File: config.mk
export PLATFORM = sky130hd
export DESIGN_NAME = lge_ram
export DESIGN_NICKNAME = d
export VERILOG_FILES = /design/src/sv/life_generation_engine_core_assert.svh /design/src/sv/lge_ram.sv
export SDC_FILE = /design/constraint.sdc
export NUM_CORES = 2
export LEC_CHECK = 0
export BUFFER_PORTS_ARGS = -buffer_cell sky130_fd_sc_hd__buf_2
export CAP_MARGIN = 30
export CORE_ASPECT_RATIO = 0.9
export CORE_MARGIN = 1.5
export CORE_UTILIZATION = 45
export CTS_CLUSTER_SIZE = 28
export DETAILED_ROUTE_END_ITERATION = 12
export HOLD_SLACK_MARGIN = 0.02
export PLACE_DENSITY = 0.59
export REMOVE_ABC_BUFFERS = 1
export SLEW_MARGIN = 20
export SYNTH_ARGS = -nofsm -noshare
export SYNTH_HDL_FRONTEND = slang
export SYNTH_SLANG_ARGS = --single-unit
File: constraint.sdc
create_clock -name clk -period 5.35 [get_ports clk]
set_input_delay 0.2675 -clock clk [delete_from_list [all_inputs] [get_ports clk]]
set_output_delay 0.2675 -clock clk [all_outputs]
set_load 0.005 [all_outputs]
File: src/sv/life_generation_engine_core_assert.svh
// ----------------------------------------------------------------------------
// Life generation engine assertion macros
// Concurrent check macros shared by the engine RTL; empty under synthesis.
// ----------------------------------------------------------------------------
`ifndef LIFE_GENERATION_ENGINE_CORE_ASSERT_SVH
`define LIFE_GENERATION_ENGINE_CORE_ASSERT_SVH

`ifndef SYNTHESIS

// same-cycle implication
`define LGE_ASSERT_IMPLY(lbl, ck, rn, ante, cons) \
  lbl: assert property (@(posedge ck) disable iff (!rn) (ante) |-> (cons)) \
    else $error("same-cycle check failed");

// next-cycle implication
`define LGE_ASSERT_NEXT(lbl, ck, rn, ante, cons) \
  lbl: assert property (@(posedge ck) disable iff (!rn) (ante) |=> (cons)) \
    else $error("next-cycle check failed");

`else

`define LGE_ASSERT_IMPLY(lbl, ck, rn, ante, cons)
`define LGE_ASSERT_NEXT(lbl, ck, rn, ante, cons)

`endif

`endif

File: src/sv/lge_ram.sv
// ----------------------------------------------------------------------------
// Life generation engine RAM
// Simple dual-port RAM: one write port, one read port with registered data.
// ----------------------------------------------------------------------------
`default_nettype none

module lge_ram #(
  parameter int WIDTH = 64,
  parameter int DEPTH = 64
) (
  input  logic                     clk,
  input  logic                     we,
  input  logic [$clog2(DEPTH)-1:0] waddr,
  input  logic [WIDTH-1:0]         wdata,
  input  logic [$clog2(DEPTH)-1:0] raddr,
  output logic [WIDTH-1:0]         rdata
);

  logic [WIDTH-1:0] mem [DEPTH];
  logic [WIDTH-1:0] rdata_r;

  always_ff @(posedge clk) begin
    if (we) begin
      mem[waddr] <= wdata;
    end
    rdata_r <= mem[raddr];
  end

  assign rdata = rdata_r;

endmodule

`default_nettype wire

==> flow_summary.toml <==
[floorplanning]
pin_count = 142
placeableCoreArea_um2 = 346000
initial_utilization = 0.452
fp-row-count = 205
dieWidth_um = 624
dieArea_um2 = 351000
die_y_um = 562

[clocking]
clock-root-buffer = "clkbuf_16"
cts_buffers = 411
htreeDepth = 5
clock_latency_ns = 0.99
clk_path_buf_depth = 4
cts_setup_buffers = 0
tritoncts = "built"
cts.repair.resized = 0
clk_pin_slew_ns = 0.06
clock_sinks = 4160

[global_routing]
grt_max_degree = 114
antenna_found_initial = 20
use_met2 = 0.394
grt_pass1_wl_mm = 606
top_usage_layer = "met2"
use_met3 = 0.0358
grt_use_met1 = 0.361
grt_pass1_vias = 76100
grt_overflow = 0
grt.total_usage = 0.247

[sta]
worst_pin_slew_ns = 1.21
setup-violations-final = 0
slew_violations = 0
slew_headroom = 0.193
skew_ns = 0.0615
final.period_utilization = 0.544
min_period_ns = 2.91
finalHoldViolations = 0
rsz0062_at_grt = "no"
clock.fmax_mhz = 344
timing.hold.ws_ns = 0.158

[finish]
layout_common_cells = "4096 x edfxtp_1, 1024 x mux4_2, 414 x clkbuf_16"
nets = 7215
fin_util = 0.518
layout-drive-gt1-share = 0.287
fill_cells = 26400
synthToLayoutAreaGrowth_pct = 14.7
mostFrequentLayoutCell = "edfxtp_1"

[logic_synthesis]
yosysUniqueCellTypes = 33
synth_area_leaders = "edfxtp_1 79%, mux4_2 15%, mux2i_1 0.86%"
synth_top_area_share = 0.787
synth_edf_count = 4096
synth_top_flop_cell = "edfxtp_1"
yosysSeqAreaShare = 0.795
syn_area_um2 = 156000
yosys-mux-area-fraction = 0.156
synthAdderAreaFrac = 0
synth-simple-area-share = 0.0124
synth_xor_area_frac = 0
ys_ff_latch = 4160
syn_area_per_cell_um2 = 23.7
yosysWarnings = 0
synth.largest_area_cell = "edfxtp_1"
synth_top_family_by_area = "multiplexers"
synth_cells = 6598
async_flop_share = 0
synth_compound_area_frac = 0.0248

[routing]
vias = 76000
viasPerCell = 6.31
wire_per_inst_um = 36.1
routed_wl_mm = 435
final_antenna_net_count = 0
drt_pass1_iterations = 6
drtIter0Drc = 10200
drc = 0

[worst_setup_path]
reg2reg_from = "mem[63][9]"
ff2ff_path_depth = 5
crit_fanout = 26
r2r_end = "rdata[9]"
arrival_ns = 3.50
worst-setup-path-type = "input port to flip-flop"
required_ns = 5.94
rrSetupSlack_ns = 3.11
startpoint_type = "input port"
crit_path_end_kind = "flip-flop"

[power]
p_sw_frac = 0.214
pwr-share-clk = 0.419
p_int_mw = 53.3
p_per_area_nw_per_um2 = 378
pwr-share-seq = 0.534
switchingPower_mw = 14.5
p_leak_nw = 55.9
combPwrFrac = 0.047
peakVddDrop_v = 0.000407

[worst_hold_path]
min_path_type = "input port to flip-flop"
worstHoldStart = "raddr[5]"
hold_depth = 4
min_to = "rdata[30]"

[placement]
dp.final_hpwl_mm = 236
port_buffers = 141
place_congestion = 0.777

[status]
status = "finished clean"

[flow_run]
maxCapViolCount = 0
[cell families after synthesis]
| logic type | Yosys count |
|---|---|
| AOI/OAI and AO/OA | 504 |
| buffers and inverters | 389 |
| DFF | 4160 |
| muxes | 1159 |
| and+or+nand+nor | 386 |
[per-stage QoR]
step	instance area (um^2)	setup TNS, ns	power [mW]	worst slack (ns)	instances
floorplan	155000	-28.13	38.2	-0.217	6228
global placement	164000	0	40.0	1.94	11200
detailed placement	165000	0	40.1	1.99	11200
CTS	178000	0	68.2	2.47	12000
global route	179000	0	69.6	2.40	12000
finish	179000	0	67.8	2.44	12000
[how the worst max path moves through the flow]
stage | from | endpoint | slack (ns) | depth (start not counted)
CTS | waddr[1] | mem[7][28] | 2.47 | 5
finish | waddr[2] | mem[5][32] | 2.44 | 6
global route | waddr[2] | mem[5][32] | 2.40 | 6
global placement | raddr[3] | rdata[5] | 1.94 | 6
floorplan | waddr[4] | mem[48][0] | -0.22 | 3
detailed placement | raddr[2] | rdata[5] | 1.99 | 6
[flip-flops by register name, summed over array words and instances (netlist names)]
register / count
mem: 4096
rdata: 64
[synthesized netlist by cell type, drive strengths merged, types with 26 or more instances]
library cell  number
nor2             112
a41oi             26
a22o              88
buf              230
o221ai            38
o22ai             83
a211oi            63
mux4            1024
nor2b             28
mux2i            135
or3               29
nand3             45
or2               28
dfxtp             64
nand2             58
edfxtp          4096
and3              64
a22oi            168
clkbuf           140
[final cells by class]
class                      count  area, um^2  area share
clock buffer                 512       10800      0.0605
multi-input combinational   2049       30800       0.172
timing repair buffer         496        5280      0.0295
antenna                        8        20.0    0.000112
clock inverter               245        2300      0.0128
inverter                      19        71.3    0.000398
sequential                  4160      124000       0.693
tap                         4554        5700      0.0318
[layer usage]
| metal | wire length (um) | vias to the layer above |
|---|---|---|
| met3 | 35100 | 567 |
| met4 | 11600 | 8 |
| met1 | 179000 | 42100 |
| met2 | 210000 | 3708 |
| met5 | 49 | - |
| li1 | - | 29600 |
[power groups by stage]
stage	clock network (mW)	registers, mW	logic, mW
after floorplan	0	36.8	1.31
after global placement	0	36.9	3.05
after detailed placement	0	36.9	3.14
after CTS	28.8	36.2	3.17
after global routing	30.0	36.2	3.38
final	28.4	36.2	3.20
[worst max-delay path: stages]
cell	delay [ns]
dlygate4sd3_1	0.60
buf_2	0.27
nor2b_1	0.23
nand3_1	0.54
nor2_4	0.99
buf_4	0.55
[timing repair]
action	in CTS	in global routing
hold buffers	37	29
endpoints found under the setup margin	0	0
endpoints found under the hold margin	1570	1856
No activity file was read; power rests on OpenSTA's default activity.
