**config.mk**
```make
export PLATFORM = sky130hd
export DESIGN_NAME = lge_cell_unit
export DESIGN_NICKNAME = d
export VERILOG_FILES = /design/src/sv/life_generation_engine_core_assert.svh /design/src/sv/lge_pkg.sv /design/src/sv/lge_cell_unit.sv
export SDC_FILE = /design/constraint.sdc
export NUM_CORES = 1
export LEC_CHECK = 0
export ABC_CLOCK_PERIOD_IN_PS = 3740
export BUFFER_PORTS_ARGS = -buffer_cell sky130_fd_sc_hd__buf_2
export CORE_AREA = 4 4 41 43
export DETAILED_ROUTE_END_ITERATION = 10
export DIE_AREA = 0 0 45 47
export SYNTH_ARGS = -nofsm -noshare
export SYNTH_HDL_FRONTEND = slang
export SYNTH_SLANG_ARGS = --single-unit
```
**constraint.sdc**
```tcl
create_clock -name vclk -period 3.74
set_clock_uncertainty 0.05 [all_clocks]
set_input_delay 0.374 -clock vclk [all_inputs]
set_output_delay 0.374 -clock vclk [all_outputs]
set_load 0.01 [all_outputs]
```
**src/sv/life_generation_engine_core_assert.svh**
```systemverilog
// ----------------------------------------------------------------------------
// Life generation engine assertion macros
// Concurrent check macros shared by the engine RTL; empty under synthesis.
// ----------------------------------------------------------------------------
`ifndef LIFE_GENERATION_ENGINE_CORE_ASSERT_SVH
`define LIFE_GENERATION_ENGINE_CORE_ASSERT_SVH

`ifndef SYNTHESIS

// same-cycle implication
`define LGE_ASSERT_IMPLY(lbl, ck, rn, ante, cons) \
  lbl: assert property (@(posedge ck) disable iff (!rn) (ante) |-> (cons)) \
    else $error("same-cycle check failed");

// next-cycle implication
`define LGE_ASSERT_NEXT(lbl, ck, rn, ante, cons) \
  lbl: assert property (@(posedge ck) disable iff (!rn) (ante) |=> (cons)) \
    else $error("next-cycle check failed");

`else

`define LGE_ASSERT_IMPLY(lbl, ck, rn, ante, cons)
`define LGE_ASSERT_NEXT(lbl, ck, rn, ante, cons)

`endif

`endif

```
**src/sv/lge_pkg.sv**
```systemverilog
// ----------------------------------------------------------------------------
// Life generation engine package
// Command codes, sequencer states, register indexes and shared types.
// ----------------------------------------------------------------------------
`default_nettype none

package lge_pkg;

  localparam int CMD_W      = 2;
  localparam int COORD_W    = 6;
  localparam int SIZE_REG_W = 7;
  localparam int GEN_W      = 32;
  localparam int NBR_COUNT  = 8;
  localparam int NBR_CNT_W  = 4;
  localparam int CFG_ADDR_W = 3;
  localparam int CFG_DATA_W = 32;

  localparam logic [NBR_CNT_W-1:0]  BIRTH_COUNT   = 4'd3;
  localparam logic [NBR_CNT_W-1:0]  SURVIVE_COUNT = 4'd2;
  localparam logic [SIZE_REG_W-1:0] SIZE_RESET    = 7'd64;

  localparam logic REG_GRID_WIDTH  = 1'b0;
  localparam logic REG_GRID_HEIGHT = 1'b1;

  typedef enum logic [CMD_W-1:0] {
    CMD_WRITE   = 2'd0,
    CMD_READ    = 2'd1,
    CMD_ADVANCE = 2'd2,
    CMD_NOP     = 2'd3
  } lge_cmd_t;

  typedef enum logic [3:0] {
    ST_CLEAR,
    ST_IDLE,
    ST_ACCESS,
    ST_FETCH,
    ST_CAPTURE,
    ST_CELL,
    ST_WB,
    ST_SCAN,
    ST_OUT
  } lge_state_t;

  typedef struct packed {
    logic [NBR_COUNT-1:0] nbr;
    logic                 alive;
  } lge_nbhd_t;

endpackage

`default_nettype wire

```
**src/sv/lge_cell_unit.sv**
```systemverilog
// ----------------------------------------------------------------------------
// Life generation engine cell unit
// Neighbor count and B3/S23 rule for one cell, reused for every cell.
// ----------------------------------------------------------------------------
`default_nettype none

module lge_cell_unit import lge_pkg::*; (
  input  lge_nbhd_t nbhd,
  output logic      next_alive
);

  logic [NBR_CNT_W-1:0] count;

  always_comb begin
    count = '0;
    for (int i = 0; i < NBR_COUNT; i++) begin
      count = count + NBR_CNT_W'(nbhd.nbr[i]);
    end
    next_alive = (count == BIRTH_COUNT) || (nbhd.alive && (count == SURVIVE_COUNT));
  end

endmodule

`default_nettype wire

```
==> metrics.md <==
| Metric | Value |
|---|---|
| Die H | `47 um` |
| Synth warnings | `0` |
| Nets | `51` |
| Ratio of final minimum period to clock period | `0.937` |
| RSZ-0062 raised after global routing | `no` |
| Worst-margin pin slew | `190 ps` |
| Number of gates resized after cts | `0` |
| Avg Synthesized Cell Area | `8.05 um2` |
| Syn-to-layout area delta | `37.2%` |
| Seq. cell area | `0 um2` |
| Ant diodes | `0` |
| Clock buffer count | `0` |
| CP Class | `in2out` |
| I/O Buffers | `10` |
| Comb power frac | `1.000` |
| Hold path depth | `4` |
| Vias/cell | `3.31` |
| Gate Count Post-Synth | `23` |
| Sequential cell count | `0` |
| Maximum Capacitance Violations | `0` |
| Max-slew violations | `0` |
| Startpoint Class | `input pin` |
| Met2 global-route usage | `0.0621` |
| Met3 usage | `0` |
| Synth unique cells | `7` |
| Endpoints failing setup | `0` |
| Filler Cell Count | `162` |
| Hold buffers post-CTS | `0` |
| Hold Crit Class | `in2out` |
| Pwr Density | `208 nW/um2` |
| Run status | `completed` |
| Crit path DAT | `3080 ps` |
| Worst setup EP type | `output pin` |
| Largest net degree at the start of global routing | `3` |
| Core area | `1300 um2` |
| Fin. Hold Viols | `0` |
| Area of the die | `2120 um2` |
| GRT Util Overall | `0.0317` |
| Layout cells sized above 1 | `0.303` |
| Sequential power share | `0` |
| Grt ovf | `0` |
| Crit path required time | `3320 ps` |
| Post-CTS setup buffer count | `0` |
| Clock power share | `0` |
| Vias post-DR | `159` |
| Max-slew headroom | `0.872` |
| Tmin final | `3510 ps` |
| Final wirelength | `319 um` |
| Cell area after synthesis | `185 um2` |
| 1st-iter DRT viols | `0` |
| Drc violations | `0` |
| Initial Utilization | `0.142` |
| # IOs | `10` |
| Post-Syn Nets | `39` |
| Site Rows | `13` |
| Fin area | `254 um2` |
| Dpl cell area | `254 um2` |
| Vias in the first global route | `130` |
| Initial DRT Pass Iterations | `1` |
| Sequential cell area fraction in the yosys report | `0` |
| GPL Wtd Cong | `0.684` |
| Crit path max fanout | `2` |
| Die X | `45 um` |
| Net Sw Power | `28.0 uW` |
| ANT nets after route | `0` |
| Commonest non-fill, non-tap cell in the layout | `inv_1` |
| First-pass GRT wire length | `524 um` |
| VDD IR max | `0.0000291 V` |
| Met1 Use GR | `0.0412` |
| Power Internal | `24.7 uW` |
| Most Crowded Layer GR | `met2` |
| Routed len/inst | `6.65 um` |
| LEAKAGE | `0.158 nW` |
| Setup_tns | `0 ps` |
| Initial antenna violation count | `0` |
| Switch share | `0.531` |
| Final HPWL DP | `313 um` |
| Fmax | `285 MHz` |
| Most frequent cells in the layout | `11 x inv_1, 10 x buf_2, 4 x fa_1` |
==> power by group through the flow <==
stage / logic (mW) / registers [mW] / clock network [mW]
final: 0.0528 / 0 / 0
after CTS: 0.0547 / 0 / 0
after global routing: 0.0655 / 0 / 0
after detailed placement: 0.0540 / 0 / 0
after global placement: 0.0530 / 0 / 0
after floorplan: 0.0379 / 0 / 0
==> critical path: stages <==
cell     delay [ps]
buf_2            70
inv_1            40
fa_1            550
fa_1            430
fa_1            490
inv_1            40
ha_1            200
fa_1            400
or2_0           200
a21oi_1         130
buf_2           140
==> path summary, 6_finish.rpt <==
check | from | endpoint
worst max-delay path | nbhd[1] | next_alive
worst min-delay path | nbhd[0] | next_alive
==> area by class of cell <==
cell class | instances | area [um2] | share of cell area
Multi-Input combinational cell | 12 | 144 | 0.567
Timing Repair Buffer | 10 | 50.0 | 0.197
Tap cell | 15 | 18.8 | 0.0739
Inverter | 11 | 41.3 | 0.163
==> through the flow <==
step	setup slack [ps]	util	total power, mW	hold WS [ps]	cells
floorplan	406	-	0.0379	883	23
global placement	227	0.195	0.0530	1100	48
detailed placement	210	0.195	0.0540	1100	48
CTS	203	0.195	0.0547	1110	48
global route	95.0	0.195	0.0655	1150	48
finish	235	0.195	0.0528	1100	48
==> cell families after synthesis <==
group / count (synthesis) / synth area share
AOI/OAI and AO/OA: 3 / 0.0811
buffers and inverters: 11 / 0.223
and+or+nand+nor: 2 / 0.0608
adders and majority gates: 7 / 0.635
==> synth_stat cells <==
cell type / number / area, um2
o21ai_0: 1 / 5.00
fa_1: 4 / 80.1
or2_0: 1 / 6.26
ha_1: 3 / 37.5
a21oi_1: 2 / 10.0
nand3_1: 1 / 5.00
inv_1: 11 / 41.3
==> routing by layer <==
layer	vias to the layer above	part of all wire
li1	85	-
met4	0	0
met2	5	0.52
met3	0	0.11
met1	69	0.36
met5	-	0
Power figures use the tool's default switching activity.
